File: src/rtl/core/per_source_job_scheduler_macros.svh
// ----------------------------------------------------------------------------
// Assertion macros for the per-source job scheduler.
// Each macro expands to a labeled concurrent assertion, or to nothing when
// NO_ASSERTIONS is defined.
// ----------------------------------------------------------------------------
`ifndef PER_SOURCE_JOB_SCHEDULER_MACROS_SVH
`define PER_SOURCE_JOB_SCHEDULER_MACROS_SVH
`ifndef NO_ASSERTIONS
`define PSJS_ASSERT(lbl, clk, rst_n, prop) \
    lbl: assert property (@(posedge clk) disable iff (!rst_n) prop) \
        else $error("psjs assertion failed");
`define PSJS_ASSERT_NORST(lbl, clk, prop) \
    lbl: assert property (@(posedge clk) prop) \
        else $error("psjs assertion failed");
`else
`define PSJS_ASSERT(lbl, clk, rst_n, prop)
`define PSJS_ASSERT_NORST(lbl, clk, prop)
`endif
`endif

File: src/rtl/core/psjs_pkg.sv
// ----------------------------------------------------------------------------
// psjs_pkg
// Shared beat types, operation codes and controller commands of the scheduler.
// ----------------------------------------------------------------------------
`timescale 1ns / 1ps
`default_nettype none

package psjs_pkg;

    // The source and generation fields of the beats match these in width, though they are declared with fixed widths.
    localparam int NUM_SOURCES = 8;
    localparam int GEN_BITS    = 16;

    typedef struct packed {
        logic [3:0]  kind;
        logic [2:0]  source;
        logic [15:0] tag;
        logic [15:0] generation;
        logic        holds_reservation;
        logic        release_ai;
    } t_in;

    typedef struct packed {
        logic        granted;
        logic [15:0] out_tag;
        logic [2:0]  out_source;
        logic [15:0] out_generation;
        logic [1:0]  out_class;
        logic        dropped;
        logic        replaced;
        logic [15:0] replaced_tag;
        logic        live_ai_work;
        logic        is_current;
    } t_out;

    localparam logic [3:0] KIND_INGRESS  = 4'd0;
    localparam logic [3:0] KIND_CONT     = 4'd1;
    localparam logic [3:0] KIND_AI       = 4'd2;
    localparam logic [3:0] KIND_POP      = 4'd3;
    localparam logic [3:0] KIND_COMPLETE = 4'd4;
    localparam logic [3:0] KIND_PURGE    = 4'd5;
    localparam logic [3:0] KIND_BG_ACQ   = 4'd6;
    localparam logic [3:0] KIND_BG_DONE  = 4'd7;
    localparam logic [3:0] KIND_CHECK    = 4'd8;

    localparam logic [1:0] CLS_INGRESS = 2'd0;
    localparam logic [1:0] CLS_CONT    = 2'd1;
    localparam logic [1:0] CLS_AI_CAND = 2'd2;
    localparam logic [1:0] CLS_AI_CONT = 2'd3;

    localparam logic       REG_MAX_AI_JOBS = 1'b0;
    localparam logic [7:0] MAX_AI_RESET    = 8'd1;

    typedef enum logic [3:0] {
        OP_NONE,
        OP_LATCH,
        OP_EXEC,
        OP_SCAN_INIT,
        OP_ESS_INIT,
        OP_ESS_ADV,
        OP_NEXT,
        OP_DROP,
        OP_TAKE_Q,
        OP_TAKE_ING,
        OP_FINISH
    } t_op;

    typedef enum logic [1:0] {
        LST_CONT,
        LST_AIQ,
        LST_CAND
    } t_list;

    typedef struct packed {
        t_op   op;
        t_list lst;
    } t_cmd;

    typedef struct packed {
        logic is_pop;
        logic is_purge;
        logic steps_zero;
        logic src_busy;
        logic ing_valid;
        logic q_end;
        logic match_order;
        logic match_req;
        logic e_stale;
        logic e_busy;
        logic e_has;
        logic ai_full;
    } t_status;

endpackage

`default_nettype wire

File: src/rtl/core/psjs_dpath.sv
// ----------------------------------------------------------------------------
// psjs_dpath
// Scheduler state, queues and the per-step operations ordered by the controller.
// ----------------------------------------------------------------------------
`timescale 1ns / 1ps
`default_nettype none

module psjs_dpath #(
    parameter int CONT_DEPTH    = 16,
    parameter int AI_CONT_DEPTH = 16
) (
    input  logic              i_clk,
    input  logic              i_rst_n,
    input  psjs_pkg::t_cmd    i_cmd,
    input  psjs_pkg::t_in     i_req,
    input  logic [7:0]        i_max_ai_jobs,
    output psjs_pkg::t_status o_status,
    output psjs_pkg::t_out    o_out_data
);

    localparam int NUM_SOURCES = psjs_pkg::NUM_SOURCES;
    localparam int GEN_BITS    = psjs_pkg::GEN_BITS;
    localparam int SIW = (NUM_SOURCES > 1) ? $clog2(NUM_SOURCES) : 1;
    localparam int OCW = $clog2(NUM_SOURCES + 1);
    localparam int CAW = (CONT_DEPTH > 1) ? $clog2(CONT_DEPTH) : 1;
    localparam int CCW = $clog2(CONT_DEPTH + 1);
    localparam int AAW = (AI_CONT_DEPTH > 1) ? $clog2(AI_CONT_DEPTH) : 1;
    localparam int ACW = $clog2(AI_CONT_DEPTH + 1);
    localparam int QW1 = (CCW > ACW) ? CCW : ACW;
    localparam int QW  = (QW1 > OCW) ? QW1 : OCW;
    localparam int CW  = (GEN_BITS > 16) ? GEN_BITS : 16;

    typedef struct packed {
        logic [2:0]          src;
        logic [15:0]         tag;
        logic [GEN_BITS-1:0] gen;
    } t_job;

    psjs_pkg::t_in       r_req;
    psjs_pkg::t_out      r_res;
    psjs_pkg::t_out      r_out;

    logic [2:0]          r_order [NUM_SOURCES];
    logic [OCW-1:0]      r_order_cnt;
    logic [NUM_SOURCES-1:0] r_seen;
    logic [SIW-1:0]      r_rr;
    logic [SIW-1:0]      r_idx;
    logic [OCW-1:0]      r_steps;

    logic [NUM_SOURCES-1:0] r_ing_valid;
    logic [15:0]         r_ing_tag [NUM_SOURCES];
    logic [GEN_BITS-1:0] r_ing_gen [NUM_SOURCES];

    t_job                r_cq [CONT_DEPTH];
    logic [CCW-1:0]      r_cq_cnt;
    t_job                r_cl [NUM_SOURCES];
    logic [OCW-1:0]      r_cl_cnt;
    t_job                r_aq [AI_CONT_DEPTH];
    logic [ACW-1:0]      r_aq_cnt;

    logic [GEN_BITS-1:0] r_gen [NUM_SOURCES];
    logic [NUM_SOURCES-1:0] r_busy;
    logic [NUM_SOURCES-1:0] r_slot;
    logic [OCW-1:0]      r_slot_cnt;
    logic [7:0]          r_bg;
    logic [QW-1:0]       r_qi;

    logic [SIW-1:0]      req_si;
    logic                req_ok;
    logic [GEN_BITS-1:0] req_cur;
    logic [GEN_BITS-1:0] gen_inc;
    logic [GEN_BITS-1:0] gen_next;
    logic                gen_match;
    logic                push_ok;
    logic [15:0]         push_gen_out;
    logic [1:0]          push_cls;
    t_job                job_new;
    logic [2:0]          ord_src;
    logic [SIW-1:0]      ord_si;
    logic [OCW-1:0]      idx_inc;
    logic [SIW-1:0]      idx_next;
    t_job                ent;
    logic [SIW-1:0]      ent_si;
    logic                q_end;
    logic [1:0]          take_cls;
    logic                cl_hit;
    logic [SIW-1:0]      cl_idx;
    logic                bg_ok;
    logic                live;
    psjs_pkg::t_out      fin_out;

    always_comb begin
        req_si       = SIW'(r_req.source);
        req_ok       = 32'(r_req.source) < 32'(NUM_SOURCES);
        req_cur      = r_gen[req_si];
        gen_inc      = req_cur + GEN_BITS'(1);
        gen_next     = (gen_inc == '0) ? GEN_BITS'(1) : gen_inc;
        gen_match    = CW'(r_req.generation) == CW'(req_cur);
        push_ok      = req_ok && ((r_req.generation == '0) || gen_match);
        push_gen_out = (req_ok && (r_req.generation == '0)) ? 16'(req_cur)
                                                           : r_req.generation;
        unique case (r_req.kind)
            psjs_pkg::KIND_INGRESS: push_cls = psjs_pkg::CLS_INGRESS;
            psjs_pkg::KIND_CONT:    push_cls = psjs_pkg::CLS_CONT;
            default: push_cls = r_req.holds_reservation ? psjs_pkg::CLS_AI_CONT
                                                        : psjs_pkg::CLS_AI_CAND;
        endcase
        job_new = '{src: r_req.source, tag: r_req.tag, gen: req_cur};

        ord_src  = r_order[r_idx];
        ord_si   = SIW'(ord_src);
        idx_inc  = OCW'(r_idx) + OCW'(1);
        idx_next = (idx_inc == r_order_cnt) ? '0 : SIW'(idx_inc);

        unique case (i_cmd.lst)
            psjs_pkg::LST_CONT: begin
                ent      = r_cq[r_qi[CAW-1:0]];
                q_end    = r_qi >= QW'(r_cq_cnt);
                take_cls = psjs_pkg::CLS_CONT;
            end
            psjs_pkg::LST_AIQ: begin
                ent      = r_aq[r_qi[AAW-1:0]];
                q_end    = r_qi >= QW'(r_aq_cnt);
                take_cls = psjs_pkg::CLS_AI_CONT;
            end
            psjs_pkg::LST_CAND: begin
                ent      = r_cl[r_qi[SIW-1:0]];
                q_end    = r_qi >= QW'(r_cl_cnt);
                take_cls = psjs_pkg::CLS_AI_CAND;
            end
            default: begin
                ent      = '0;
                q_end    = 1'b1;
                take_cls = psjs_pkg::CLS_INGRESS;
            end
        endcase
        ent_si = SIW'(ent.src);

        bg_ok = (r_ing_valid == '0) && (r_cq_cnt == '0) && (r_cl_cnt == '0) &&
                (r_aq_cnt == '0) && (r_busy == '0) && (r_slot == '0) &&
                (r_bg < i_max_ai_jobs);
        live  = (r_cl_cnt != '0) || (r_aq_cnt != '0) || (r_slot != '0);

        fin_out              = r_res;
        fin_out.live_ai_work = live;

        o_status.is_pop      = r_req.kind == psjs_pkg::KIND_POP;
        o_status.is_purge    = r_req.kind == psjs_pkg::KIND_PURGE;
        o_status.steps_zero  = r_steps == '0;
        o_status.src_busy    = r_busy[ord_si];
        o_status.ing_valid   = r_ing_valid[ord_si];
        o_status.q_end       = q_end;
        o_status.match_order = ent.src == ord_src;
        o_status.match_req   = ent.src == r_req.source;
        o_status.e_stale     = ent.gen != r_gen[ent_si];
        o_status.e_busy      = r_busy[ent_si];
        o_status.e_has       = r_slot[ent_si];
        o_status.ai_full     = (9'(r_slot_cnt) + 9'(r_bg)) >= 9'(i_max_ai_jobs);
    end

    // At most one candidate per source, so the first match is the only one.
    always_comb begin
        cl_hit = 1'b0;
        cl_idx = '0;
        for (int i = 0; i < NUM_SOURCES; i++) begin
            if (!cl_hit && (OCW'(i) < r_cl_cnt) && (r_cl[i].src == r_req.source)) begin
                cl_hit = 1'b1;
                cl_idx = SIW'(i);
            end
        end
    end

    always_ff @(posedge i_clk) begin
        if (!i_rst_n) begin
            r_order_cnt <= '0;
            r_seen      <= '0;
            r_rr        <= '0;
            r_idx       <= '0;
            r_steps     <= '0;
            r_ing_valid <= '0;
            r_cq_cnt    <= '0;
            r_cl_cnt    <= '0;
            r_aq_cnt    <= '0;
            for (int i = 0; i < NUM_SOURCES; i++) begin
                r_gen[i] <= GEN_BITS'(1);
            end
            r_busy      <= '0;
            r_slot      <= '0;
            r_slot_cnt  <= '0;
            r_bg        <= '0;
            r_qi        <= '0;
        end else begin
            unique case (i_cmd.op)
                psjs_pkg::OP_NONE: begin
                end
                psjs_pkg::OP_LATCH: begin
                    r_req <= i_req;
                    r_res <= '0;
                end
                psjs_pkg::OP_EXEC: begin
                    r_qi <= '0;
                    unique case (r_req.kind)
                        psjs_pkg::KIND_INGRESS, psjs_pkg::KIND_CONT,
                        psjs_pkg::KIND_AI: begin
                            r_res.out_class      <= push_cls;
                            r_res.out_generation <= push_gen_out;
                            if (!push_ok) begin
                                r_res.dropped <= 1'b1;
                            end else if (r_req.kind == psjs_pkg::KIND_INGRESS) begin
                                if (!r_seen[req_si]) begin
                                    r_seen[req_si] <= 1'b1;
                                    r_order[r_order_cnt[SIW-1:0]] <= r_req.source;
                                    r_order_cnt <= r_order_cnt + 1'b1;
                                end
                                if (r_ing_valid[req_si]) begin
                                    r_res.replaced     <= 1'b1;
                                    r_res.replaced_tag <= r_ing_tag[req_si];
                                end
                                r_ing_valid[req_si] <= 1'b1;
                                r_ing_tag[req_si]   <= r_req.tag;
                                r_ing_gen[req_si]   <= req_cur;
                            end else if (r_req.kind == psjs_pkg::KIND_CONT) begin
                                if (r_cq_cnt >= CCW'(CONT_DEPTH)) begin
                                    r_res.dropped <= 1'b1;
                                end else begin
                                    r_cq[r_cq_cnt[CAW-1:0]] <= job_new;
                                    r_cq_cnt <= r_cq_cnt + 1'b1;
                                    if (!r_seen[req_si]) begin
                                        r_seen[req_si] <= 1'b1;
                                        r_order[r_order_cnt[SIW-1:0]] <= r_req.source;
                                        r_order_cnt <= r_order_cnt + 1'b1;
                                    end
                                end
                            end else if (r_req.holds_reservation) begin
                                if (r_aq_cnt >= ACW'(AI_CONT_DEPTH)) begin
                                    r_res.dropped <= 1'b1;
                                end else begin
                                    r_aq[r_aq_cnt[AAW-1:0]] <= job_new;
                                    r_aq_cnt <= r_aq_cnt + 1'b1;
                                end
                            end else if (cl_hit) begin
                                r_res.replaced     <= 1'b1;
                                r_res.replaced_tag <= r_cl[cl_idx].tag;
                                r_cl[cl_idx]       <= job_new;
                            end else if (r_cl_cnt >= OCW'(NUM_SOURCES)) begin
                                r_res.dropped <= 1'b1;
                            end else begin
                                r_cl[r_cl_cnt[SIW-1:0]] <= job_new;
                                r_cl_cnt <= r_cl_cnt + 1'b1;
                            end
                        end
                        psjs_pkg::KIND_COMPLETE: begin
                            if (req_ok) begin
                                r_busy[req_si] <= 1'b0;
                                if ((r_req.release_ai || !gen_match) && r_slot[req_si]) begin
                                    r_slot[req_si] <= 1'b0;
                                    r_slot_cnt     <= r_slot_cnt - 1'b1;
                                end
                            end
                        end
                        psjs_pkg::KIND_PURGE: begin
                            if (req_ok) begin
                                r_ing_valid[req_si] <= 1'b0;
                                r_gen[req_si]       <= gen_next;
                                if (!r_busy[req_si] && r_slot[req_si]) begin
                                    r_slot[req_si] <= 1'b0;
                                    r_slot_cnt     <= r_slot_cnt - 1'b1;
                                end
                            end
                        end
                        psjs_pkg::KIND_BG_ACQ: begin
                            if (bg_ok) begin
                                r_bg          <= r_bg + 1'b1;
                                r_res.granted <= 1'b1;
                            end
                        end
                        psjs_pkg::KIND_BG_DONE: begin
                            if (r_bg != '0) begin
                                r_bg <= r_bg - 1'b1;
                            end
                        end
                        psjs_pkg::KIND_CHECK: begin
                            if (req_ok) begin
                                r_res.out_generation <= 16'(req_cur);
                                r_res.is_current     <= gen_match;
                            end
                        end
                        default: begin
                        end
                    endcase
                end
                psjs_pkg::OP_SCAN_INIT: begin
                    r_qi <= '0;
                end
                psjs_pkg::OP_ESS_INIT: begin
                    r_idx   <= r_rr;
                    r_steps <= r_order_cnt;
                    r_qi    <= '0;
                end
                psjs_pkg::OP_ESS_ADV: begin
                    r_idx   <= idx_next;
                    r_steps <= r_steps - 1'b1;
                    r_qi    <= '0;
                end
                psjs_pkg::OP_NEXT: begin
                    r_qi <= r_qi + 1'b1;
                end
                psjs_pkg::OP_DROP, psjs_pkg::OP_TAKE_Q: begin
                    // Remove the entry under the scan index and close the gap.
                    unique case (i_cmd.lst)
                        psjs_pkg::LST_CONT: begin
                            for (int j = 0; j < CONT_DEPTH - 1; j++) begin
                                if (QW'(j) >= r_qi) begin
                                    r_cq[j] <= r_cq[j + 1];
                                end
                            end
                            r_cq_cnt <= r_cq_cnt - 1'b1;
                        end
                        psjs_pkg::LST_AIQ: begin
                            for (int j = 0; j < AI_CONT_DEPTH - 1; j++) begin
                                if (QW'(j) >= r_qi) begin
                                    r_aq[j] <= r_aq[j + 1];
                                end
                            end
                            r_aq_cnt <= r_aq_cnt - 1'b1;
                        end
                        default: begin
                            for (int j = 0; j < NUM_SOURCES - 1; j++) begin
                                if (QW'(j) >= r_qi) begin
                                    r_cl[j] <= r_cl[j + 1];
                                end
                            end
                            r_cl_cnt <= r_cl_cnt - 1'b1;
                        end
                    endcase
                    if (i_cmd.op == psjs_pkg::OP_TAKE_Q) begin
                        r_busy[ent_si]       <= 1'b1;
                        r_res.granted        <= 1'b1;
                        r_res.out_tag        <= ent.tag;
                        r_res.out_source     <= ent.src;
                        r_res.out_generation <= 16'(ent.gen);
                        r_res.out_class      <= take_cls;
                        if (i_cmd.lst == psjs_pkg::LST_CONT) begin
                            r_rr <= idx_next;
                        end else if (!r_slot[ent_si]) begin
                            r_slot[ent_si] <= 1'b1;
                            r_slot_cnt     <= r_slot_cnt + 1'b1;
                        end
                    end
                end
                psjs_pkg::OP_TAKE_ING: begin
                    r_ing_valid[ord_si]  <= 1'b0;
                    r_busy[ord_si]       <= 1'b1;
                    r_res.granted        <= 1'b1;
                    r_res.out_tag        <= r_ing_tag[ord_si];
                    r_res.out_source     <= ord_src;
                    r_res.out_generation <= 16'(r_ing_gen[ord_si]);
                    r_res.out_class      <= psjs_pkg::CLS_INGRESS;
                    r_rr                 <= idx_next;
                end
                psjs_pkg::OP_FINISH: begin
                    r_out <= fin_out;
                end
                default: begin
                end
            endcase
        end
    end

    assign o_out_data = r_out;

endmodule

`default_nettype wire

File: src/rtl/core/psjs_ctrl.sv
// ----------------------------------------------------------------------------
// psjs_ctrl
// Sequencer that walks the datapath through one operation per input beat.
// ----------------------------------------------------------------------------
`timescale 1ns / 1ps
`default_nettype none
`include "per_source_job_scheduler_macros.svh"

module psjs_ctrl (
    input  logic              i_clk,
    input  logic              i_rst_n,
    input  logic              i_in_valid,
    input  logic              i_out_stall,
    input  psjs_pkg::t_status i_status,
    output psjs_pkg::t_cmd    o_cmd,
    output logic              o_in_stall,
    output logic              o_out_valid
);

    typedef enum logic [3:0] {
        ST_IDLE,
        ST_EXEC,
        ST_ESS_SRC,
        ST_ESS_CQ,
        ST_AIC,
        ST_AIL,
        ST_PG_C,
        ST_PG_A,
        ST_PG_Q,
        ST_FIN
    } t_state;

    t_state r_state;
    t_state n_state;
    logic   r_out_valid;

    always_comb begin
        n_state   = r_state;
        o_cmd.op  = psjs_pkg::OP_NONE;
        o_cmd.lst = psjs_pkg::LST_CONT;
        unique case (r_state)
            ST_IDLE: begin
                if (i_in_valid) begin
                    o_cmd.op = psjs_pkg::OP_LATCH;
                    n_state  = ST_EXEC;
                end
            end
            ST_EXEC: begin
                if (i_status.is_pop) begin
                    o_cmd.op = psjs_pkg::OP_ESS_INIT;
                    n_state  = ST_ESS_SRC;
                end else begin
                    o_cmd.op = psjs_pkg::OP_EXEC;
                    n_state  = i_status.is_purge ? ST_PG_C : ST_FIN;
                end
            end
            ST_ESS_SRC: begin
                if (i_status.steps_zero) begin
                    o_cmd.op = psjs_pkg::OP_SCAN_INIT;
                    n_state  = ST_AIC;
                end else if (i_status.src_busy) begin
                    o_cmd.op = psjs_pkg::OP_ESS_ADV;
                end else begin
                    n_state = ST_ESS_CQ;
                end
            end
            ST_ESS_CQ: begin
                o_cmd.lst = psjs_pkg::LST_CONT;
                priority if (i_status.q_end) begin
                    if (i_status.ing_valid) begin
                        o_cmd.op = psjs_pkg::OP_TAKE_ING;
                        n_state  = ST_FIN;
                    end else begin
                        o_cmd.op = psjs_pkg::OP_ESS_ADV;
                        n_state  = ST_ESS_SRC;
                    end
                end else if (i_status.match_order) begin
                    o_cmd.op = psjs_pkg::OP_TAKE_Q;
                    n_state  = ST_FIN;
                end else begin
                    o_cmd.op = psjs_pkg::OP_NEXT;
                end
            end
            ST_AIC: begin
                o_cmd.lst = psjs_pkg::LST_AIQ;
                priority if (i_status.q_end) begin
                    o_cmd.op = psjs_pkg::OP_SCAN_INIT;
                    n_state  = ST_AIL;
                end else if (i_status.e_stale) begin
                    o_cmd.op = psjs_pkg::OP_DROP;
                end else if (i_status.e_busy) begin
                    o_cmd.op = psjs_pkg::OP_NEXT;
                end else if (!i_status.e_has) begin
                    o_cmd.op = psjs_pkg::OP_DROP;
                end else begin
                    o_cmd.op = psjs_pkg::OP_TAKE_Q;
                    n_state  = ST_FIN;
                end
            end
            ST_AIL: begin
                o_cmd.lst = psjs_pkg::LST_CAND;
                priority if (i_status.q_end) begin
                    n_state = ST_FIN;
                end else if (i_status.e_stale) begin
                    o_cmd.op = psjs_pkg::OP_DROP;
                end else if (i_status.e_busy) begin
                    o_cmd.op = psjs_pkg::OP_NEXT;
                end else if (!i_status.e_has && i_status.ai_full) begin
                    o_cmd.op = psjs_pkg::OP_NEXT;
                end else begin
                    o_cmd.op = psjs_pkg::OP_TAKE_Q;
                    n_state  = ST_FIN;
                end
            end
            ST_PG_C, ST_PG_A, ST_PG_Q: begin
                unique case (r_state)
                    ST_PG_C: o_cmd.lst = psjs_pkg::LST_CONT;
                    ST_PG_A: o_cmd.lst = psjs_pkg::LST_CAND;
                    default: o_cmd.lst = psjs_pkg::LST_AIQ;
                endcase
                priority if (i_status.q_end) begin
                    o_cmd.op = psjs_pkg::OP_SCAN_INIT;
                    unique case (r_state)
                        ST_PG_C: n_state = ST_PG_A;
                        ST_PG_A: n_state = ST_PG_Q;
                        default: n_state = ST_FIN;
                    endcase
                end else if (i_status.match_req) begin
                    o_cmd.op = psjs_pkg::OP_DROP;
                end else begin
                    o_cmd.op = psjs_pkg::OP_NEXT;
                end
            end
            ST_FIN: begin
                if (!r_out_valid || !i_out_stall) begin
                    o_cmd.op = psjs_pkg::OP_FINISH;
                    n_state  = ST_IDLE;
                end
            end
            default: begin
                n_state = ST_IDLE;
            end
        endcase
    end

    always_ff @(posedge i_clk) begin
        if (!i_rst_n) begin
            r_state     <= ST_IDLE;
            r_out_valid <= 1'b0;
        end else begin
            r_state <= n_state;
            if (o_cmd.op == psjs_pkg::OP_FINISH) begin
                r_out_valid <= 1'b1;
            end else if (!i_out_stall) begin
                r_out_valid <= 1'b0;
            end
        end
    end

    assign o_in_stall  = (r_state != ST_IDLE);
    assign o_out_valid = r_out_valid;

    `PSJS_ASSERT(a_accept_to_exec, i_clk, i_rst_n, (r_state == ST_IDLE && i_in_valid) |=> (r_state == ST_EXEC))
    `PSJS_ASSERT(a_finish_shows_beat, i_clk, i_rst_n, (o_cmd.op == psjs_pkg::OP_FINISH) |=> r_out_valid)
    `PSJS_ASSERT(a_fin_holds_on_stall, i_clk, i_rst_n, (r_state == ST_FIN && r_out_valid && i_out_stall) |=> (r_state == ST_FIN))
    `PSJS_ASSERT_NORST(a_reset_clears_valid, i_clk, !i_rst_n |=> !r_out_valid)

endmodule

`default_nettype wire

File: src/rtl/core/per_source_job_scheduler.sv
// ----------------------------------------------------------------------------
// per_source_job_scheduler
// Multi-source job scheduler: coalesced ingress, continuation and AI queues
// served by a round-robin pop, with generation checks and AI slot limits.
//
//   channel  direction  handshake                payload
//   in       sink       i_in_valid / o_in_stall  i_in_data  (psjs_pkg::t_in)
//   out      source     o_out_valid / i_out_stall o_out_data (psjs_pkg::t_out)
//   config   APB slave  psel, penable, pwrite    paddr, pwdata, prdata
//
// Every input beat yields exactly one output beat. Simple operations pass
// through capture, execute and finish steps. A pop visits the sources in
// round-robin order, comparing continuation entries for each idle one,
// then examines the AI continuation and AI candidate entries; a purge
// scans every entry of the three queues. The scans over the queue
// registers are sequential.
// Reset is synchronous; no clearing pass is needed after it.
// A new beat is taken while the previous result still waits on a stalled
// output; the finish step waits only if that result has not left yet.
// ----------------------------------------------------------------------------
`timescale 1ns / 1ps
`default_nettype none

module per_source_job_scheduler #(
    parameter int CONT_DEPTH    = 16,
    parameter int AI_CONT_DEPTH = 16
) (
    input  logic           i_clk,
    input  logic           i_rst_n,
    input  logic           i_in_valid,
    output logic           o_in_stall,
    input  psjs_pkg::t_in  i_in_data,
    output logic           o_out_valid,
    input  logic           i_out_stall,
    output psjs_pkg::t_out o_out_data,
    input  logic           psel,
    input  logic           penable,
    input  logic           pwrite,
    input  logic [2:0]     paddr,
    input  logic [31:0]    pwdata,
    output logic [31:0]    prdata,
    output logic           pready
);

    psjs_pkg::t_cmd    cmd;
    psjs_pkg::t_status status;
    logic [7:0]        r_max_ai_jobs;

    // The AI limit register; a write of zero is stored as one so that at least
    // one AI job may always run.
    always_ff @(posedge i_clk) begin
        if (!i_rst_n) begin
            r_max_ai_jobs <= psjs_pkg::MAX_AI_RESET;
        end else if (psel && penable && pwrite && pready &&
                     (paddr[2] == psjs_pkg::REG_MAX_AI_JOBS)) begin
            r_max_ai_jobs <= (pwdata[7:0] == 8'd0) ? 8'd1 : pwdata[7:0];
        end
    end

    assign pready = 1'b1;
    assign prdata = (paddr[2] == psjs_pkg::REG_MAX_AI_JOBS) ? {24'd0, r_max_ai_jobs} : 32'd0;

    // The controller decides each step; the datapath holds the queues and per-source state.
    psjs_ctrl u_ctrl (
        .i_clk       (i_clk),
        .i_rst_n     (i_rst_n),
        .i_in_valid  (i_in_valid),
        .i_out_stall (i_out_stall),
        .i_status    (status),
        .o_cmd       (cmd),
        .o_in_stall  (o_in_stall),
        .o_out_valid (o_out_valid)
    );

    psjs_dpath #(
        .CONT_DEPTH    (CONT_DEPTH),
        .AI_CONT_DEPTH (AI_CONT_DEPTH)
    ) u_dpath (
        .i_clk         (i_clk),
        .i_rst_n       (i_rst_n),
        .i_cmd         (cmd),
        .i_req         (i_in_data),
        .i_max_ai_jobs (r_max_ai_jobs),
        .o_status      (status),
        .o_out_data    (o_out_data)
    );

endmodule

`default_nettype wire
File: config.mk
export PLATFORM = sky130hd
export DESIGN_NAME = per_source_job_scheduler
export DESIGN_NICKNAME = d
export VERILOG_FILES = /design/src/rtl/core/psjs_pkg.sv /design/src/rtl/core/psjs_dpath.sv /design/src/rtl/core/psjs_ctrl.sv /design/src/rtl/core/per_source_job_scheduler.sv
export VERILOG_INCLUDE_DIRS = /design/src /design/src/rtl/core
export SDC_FILE = /design/constraint.sdc
export NUM_CORES = 2
export LEC_CHECK = 0
export BUFFER_PORTS_ARGS = -buffer_cell sky130_fd_sc_hd__buf_2
export CORE_MARGIN = 2
export CORE_UTILIZATION = 25
export CTS_CLUSTER_SIZE = 8
export DETAILED_ROUTE_END_ITERATION = 8
export PLACE_DENSITY = 0.47
export SLEW_MARGIN = 10
export SYNTH_ARGS = -nofsm -noshare
export SYNTH_HDL_FRONTEND = slang
export SYNTH_SLANG_ARGS = --single-unit
File: constraint.sdc
create_clock -name i_clk -period 16.3 [get_ports i_clk]
set_input_delay 1.63 -clock i_clk [delete_from_list [all_inputs] [get_ports i_clk]]
set_output_delay 1.63 -clock i_clk [all_outputs]
set_load 0.1 [all_outputs]
## After elaboration in Yosys (flattened, before gate mapping)

Memory sizes are Yosys's and may differ from the RTL's. A register that Yosys moved wholly into a read port is not among the register bits.
Cells that the tools add are included.

| word-level totals | value |
|---|---|
| register bits | 246 |
| memory bits (writable) | 1808 |
| bits of input ports | 83 |
| logic and storage cells | 742 |
| memories | 7 |

Memory list:

| memory | depth | width | read ports | clocked after Yosys merged registers in | write ports | line | text |
|---|---|---|---|---|---|---|---|
| u_dpath.r_aq | 16 | 35 | 16 | 1 | 15 | psjs_dpath.sv:58 | `t_job r_aq [AI_CONT_DEPTH];` |
| u_dpath.r_cq | 16 | 35 | 16 | 1 | 15 | psjs_dpath.sv:54 | `t_job r_cq [CONT_DEPTH];` |
| u_dpath.r_cl | 8 | 35 | 10 | 1 | 7 | psjs_dpath.sv:56 | `t_job r_cl [NUM_SOURCES];` |
| u_dpath.r_gen | 8 | 16 | 2 | 1 | 8 | psjs_dpath.sv:61 | `logic [GEN_BITS-1:0] r_gen [NUM_SOURCES];` |
| u_dpath.r_ing_gen | 8 | 16 | 1 | 0 | 1 | psjs_dpath.sv:52 | `logic [GEN_BITS-1:0] r_ing_gen [NUM_SOURCES];` |
| u_dpath.r_ing_tag | 8 | 16 | 2 | 1 | 1 | psjs_dpath.sv:51 | `logic [15:0] r_ing_tag [NUM_SOURCES];` |
| +1 memories | -- | -- | -- | -- | -- | -- |  |

| cells by class | value |
|---|---|
| $add $sub $neg | 16 |
| $lt $le $gt $ge | 37 |
| equality and inequality tests | 94 |
| multiplexer cells | 428 |
| bitwise logic cells | 13 |
| reductions and logical operators | 105 |

Operator list:

| kind | count |
|---|---|
| $mux W1 | 266 |
| $mux W4 | 54 |
| $mux W35 | 4 |
| $reduce_or A35 Y1 | 4 |
| $mux W8 | 17 |
| $pmux W35 S3 | 1 |
| $mux W17 | 6 |
| $pmux W8 S2 | 5 |
| $pmux W18 S4 | 1 |
| $mux W5 | 13 |
| $pmux W4 S8 | 2 |
| $mux W3 | 20 |
| $pmux W19 S3 | 1 |
| $eq A4 B3 Y1 const B | 12 |
| $mux W16 | 3 |
| $or A8 B8 Y8 | 5 |
| $pmux W4 S2 | 5 |
| $mux W38 | 1 |
| $pmux W18 S2 | 1 |
| $ge A4 B5 Y1 const A | 7 |
| $ne A3 B2 Y1 const B | 11 |
| $and A8 B8 Y8 | 4 |
| $logic_not A16 Y1 | 2 |
| $logic_not A8 Y1 | 4 |
| other kinds (78) | 244 |

## Longest topological paths before layout

An unclocked memory read counts as a cell.

| logic depth | value |
|---|---|
| depth after elaboration | 44 |
| depth in mapped cells | 32 |
| depth with buffers taken out | 25 |

## Hierarchy

From an unflattened synthesis, not the netlist that was laid out.

| second synthesis, totals | value |
|---|---|
| cell total of the unflattened synthesis | 7690 |
| area total of the unflattened synthesis | 101507.4 µm² |

By module, submodules not included:

| module | times used | cells each | area an instance (µm²) |
|---|---|---|---|
| psjs_dpath | 1 | 7518 | 100213.6 |
| psjs_ctrl | 1 | 108 | 709.4 |
| per_source_job_scheduler | 1 | 64 | 584.3 |

## Least setup slack after synthesis

Ideal clock, no wire load.

| timing | value |
|---|---|
| path kind | reg-to-reg |
| start point | register u_ctrl.r_state[2] |
| end point | memory u_dpath.r_cl[2][0] (netlist name) (enable) |
| setup time | 440 ps |
| data arrival time | 7005 ps |
| path slack | 8855 ps |
| stages on the path, launching flop included | 25 |
| buffers on the path | 6 |
| cells stage by stage | dfxtp_1 -> clkbuf_1 -> clkbuf_1 -> xnor2_1 -> nor3_1 -> inv_1 -> ha_1 -> and3b_1 -> a22o_1 -> a31oi_1 -> a41oi_1 -> nand2_1 -> clkbuf_1 -> a221oi_1 -> a2111oi_2 -> xnor2_1 -> nand4b_1 -> nor4_1 -> a21oi_1 -> o32ai_2 -> buf_4 -> nand4_2 -> buf_2 -> clkbuf_1 -> o22ai_1 |

RTL lines:

| item | line | text |
|---|---|---|
| start, declared | psjs_ctrl.sv:33 | `t_state r_state;` |
| start signal, assigned | psjs_ctrl.sv:151 | `r_state <= n_state;` |
| end, declared | psjs_dpath.sv:56 |  |

==> flow_summary.ini <==
[power]
internal-power_mw = 11.60
pwr-share-seq_pct = 39.4
powerDensity_mw_per_mm2 = 143.6
power_switching_mw = 5.436
combinationalPowerShare_pct = 27.1
power_mw = 17.03
clkPwrFrac_pct = 33.6
sw_frac_of_total_pct = 31.91
ir_worst_vdd_mv = 0.1037
p_leak_nw = 38.48

[worst_setup_path]
cp_slowest_stage_delay_ps = 960
crit_path_end_kind = flip-flop
crit_fanout = 97
r2r_cells = 20
worstSetupStartpointType = flip-flop
slowest_stage = nor4_1
r2r_slack_ps = 5570
cp_cell_sequence = buf_4, buf_12, mux4_2, a22oi_1, o31ai_2, buf_4, or4_1, nand2_2, a211oi_1, nor4_1, xnor2_1, nand4b_1, nor2_1, a31oi_1, o32ai_4, buf_4, and2_1, nand2_4, o21ai_4, buf_4
cp.arrival_ps = 11190
cpMostUsedCell = buf_4
path_class = reg -> reg
critPathRequiredTime_ps = 16760

[global_route]
track_usage_pct = 16.86
grt_max_degree = 98
grt_pass1_wl_mm = 505.4
grt_pass1_vias = 64750
grt_remaining_overflow = 0
antenna_found_initial = 18

[routing]
drt_iter0_drc = 6666
postRouteAntennaNets = 0
dr.pass1.iters = 9
wire_per_inst_um = 29.85
vias = 63040
drc = 0
wl_mm = 363.8
vias_per_cell = 5.172

[layout]
utilization_pct = 28.75
syn2layout_area_growth_pct = 14.66
drive_gt1_share_pct = 37.18
fin_nets = 6791
fin_cells = 12190
nFillCells = 41080

[logic_synthesis]
yosys_warnings = 0
synth_ff_type = edfxtp_1
syn_inst = 6550
syn_area_per_cell_um2 = 15.79
yosys_register_bits = 2064
synthTopCellsByArea = edfxtp_1 (57%), mux2_2 (12%), mux4_2 (10%)
yosys-top-cells-count = edfxtp_1 (1964), mux2_2 (1081), mux4_2 (468), nor2_1 (402), clkbuf_1 (287)
synth_edf_count = 1964
yosysUniqueCellTypes = 102
yosysMostFrequentCell = edfxtp_1
synth_top_area_share_pct = 57.01
yosys.area.top_type = edfxtp_1
synth_area_mm2 = 0.1034
ys_seq_area_share_pct = 58.95
ys_async_sr_fraction_pct = 0

[timing]
setup_ws_ps = 5567
finalCritPeriodShare_pct = 65.85
post-route-min-period_ps = 10730
drv_slew = 0
slew_headroom_pct = 14.78
worst_pin_slew_ps = 1275
setup_violations = 0
hold_viol = 0
tns_ps = 0
rsz0062_at_grt = no
clock.fmax_mhz = 93.17
skew_ps = 69.79

[die]
core_mm2 = 0.4125
start_util_pct = 25.08
die-area_mm2 = 0.4189
fp.dieW_um = 647.3
core.rowCount = 236
die-height_um = 647.3
io_pins = 176

[job]
cap_viol_max_count = 0

[hold_path]
min_path_type = reg -> reg
whs_path_depth = 0

[placement]
placed_cells = 11810
dp_hpwl_mm = 212.2
port_buffers = 124
gp_congestion = 0.8685
post-place-ws_ps = 5709

[clock_tree]
cts.sinks = 2064
post_cts_resized = 0
cts_tree = yes
post_cts_buffers = 0
clk_latency_ps = 880
cts-root-buf = clkbuf_16
cts_made_buffers = 302
cts_buffer_depth = 4
h-tree-depth = 5
hold_buffers = 0
clkTransAtPathRegs_ps = 60

[status]
outcome = completed
## worst paths after layout
kind | startpoint | end
hold reg to reg | u_dpath.fin_out[56]$_DFFE_PP_ | u_dpath.o_out_data[56]$_DFFE_PP_
setup reg to reg | flip-flop | u_dpath.r_cq[8][31]$_DFFE_PP_
setup / recovery | flip-flop | u_dpath.r_cq[8][31]$_DFFE_PP_
hold / removal | u_dpath.fin_out[56]$_DFFE_PP_ | u_dpath.o_out_data[56]$_DFFE_PP_
## logic make-up (layout without fill, tap and decap cells)
kind of cell	Yosys count	in the layout	synth area share, %
DFF	2064	2064	58.95
muxes	1966	1966	26.78
and+or+nand+nor	916	916	4.325
AOI/OAI and AO/OA	785	785	5.199
buffers and inverters	649	782	3.037
xor gates and xnor gates	100	100	0.8467
adders and majority gates	68	68	0.8564
other	2	33	0.007260
## cell usage in the layout, fill, tap and decap left out, types with 81 or more instances in the layout
cell type  instances
o21ai_0           81
edfxtp_1        1964
buf_2            124
clkbuf_16        316
mux2_1           133
dfxtp_1           93
mux2_2          1082
nand2_1          151
a21oi_1          182
buf_4            202
mux2_4           116
a211oi_1         106
mux4_2           468
nor2_1           387
o22ai_1          101
mux2i_1          146
## sequential cells by signal (all words and copies together) (netlist names), 24 cells and up, named ones only
| name | flops |
|---|---|
| u_dpath.fin_out | 57 |
| u_dpath.o_out_data | 58 |
| u_dpath.r_aq | 560 |
| u_dpath.r_cl | 280 |
| u_dpath.r_cq | 560 |
| u_dpath.r_gen | 128 |
| u_dpath.r_ing_gen | 128 |
| u_dpath.r_ing_tag | 128 |
| u_dpath.r_order | 24 |
## layer usage
layer	share of wire [%]	GRT usage, %	vias to the layer above
met3	6.4	2.498	626
met1	41	21.60	33680
met2	49	28.89	2529
li1	-	-	26210
met5	0.0085	0	-
met4	3.6	5.864	4
## power by group through the flow
stage,Sequential [mW],Clock (mW),Combinational (mW)
final,6.70,5.72,4.61
after global routing,6.73,6.04,4.83
after CTS,6.70,5.86,4.59
after detailed placement,6.80,0,4.58
after global placement,6.79,0,4.51
after floorplan,6.74,0,2.91
## per-stage QoR
step                      hold WS, ps  instance area [um2]
after floorplan                 400.3               103500
after global placement          403.8               110400
after detailed placement        404.5               110400
after CTS                       414.7               118600
after global routing            426.2               118600
final                           413.2               118600
## worst max-delay path: cells and delay by family, from the launching register on
family          cells  cell delay, ps
simple gates        7            4270
buf+inv             5            2910
compound gates      6            1400
flops               1             780
mux                 1             630
xor+xnor            1             200
## final cells by class
type,count,area (um2),share of cell area [%]
sequential,2064,61000,51.43
multi-input combinational,3860,40070,33.78
clock buffer,358,8065,6.800
tap,5474,6849,5.774
timing repair buffer,330,2205,1.859
inverter,83,311.5,0.2627
clock inverter,11,86.33,0.07279
antenna,8,20.02,0.01688
Note: power is estimated with default switching activity, not from simulation.
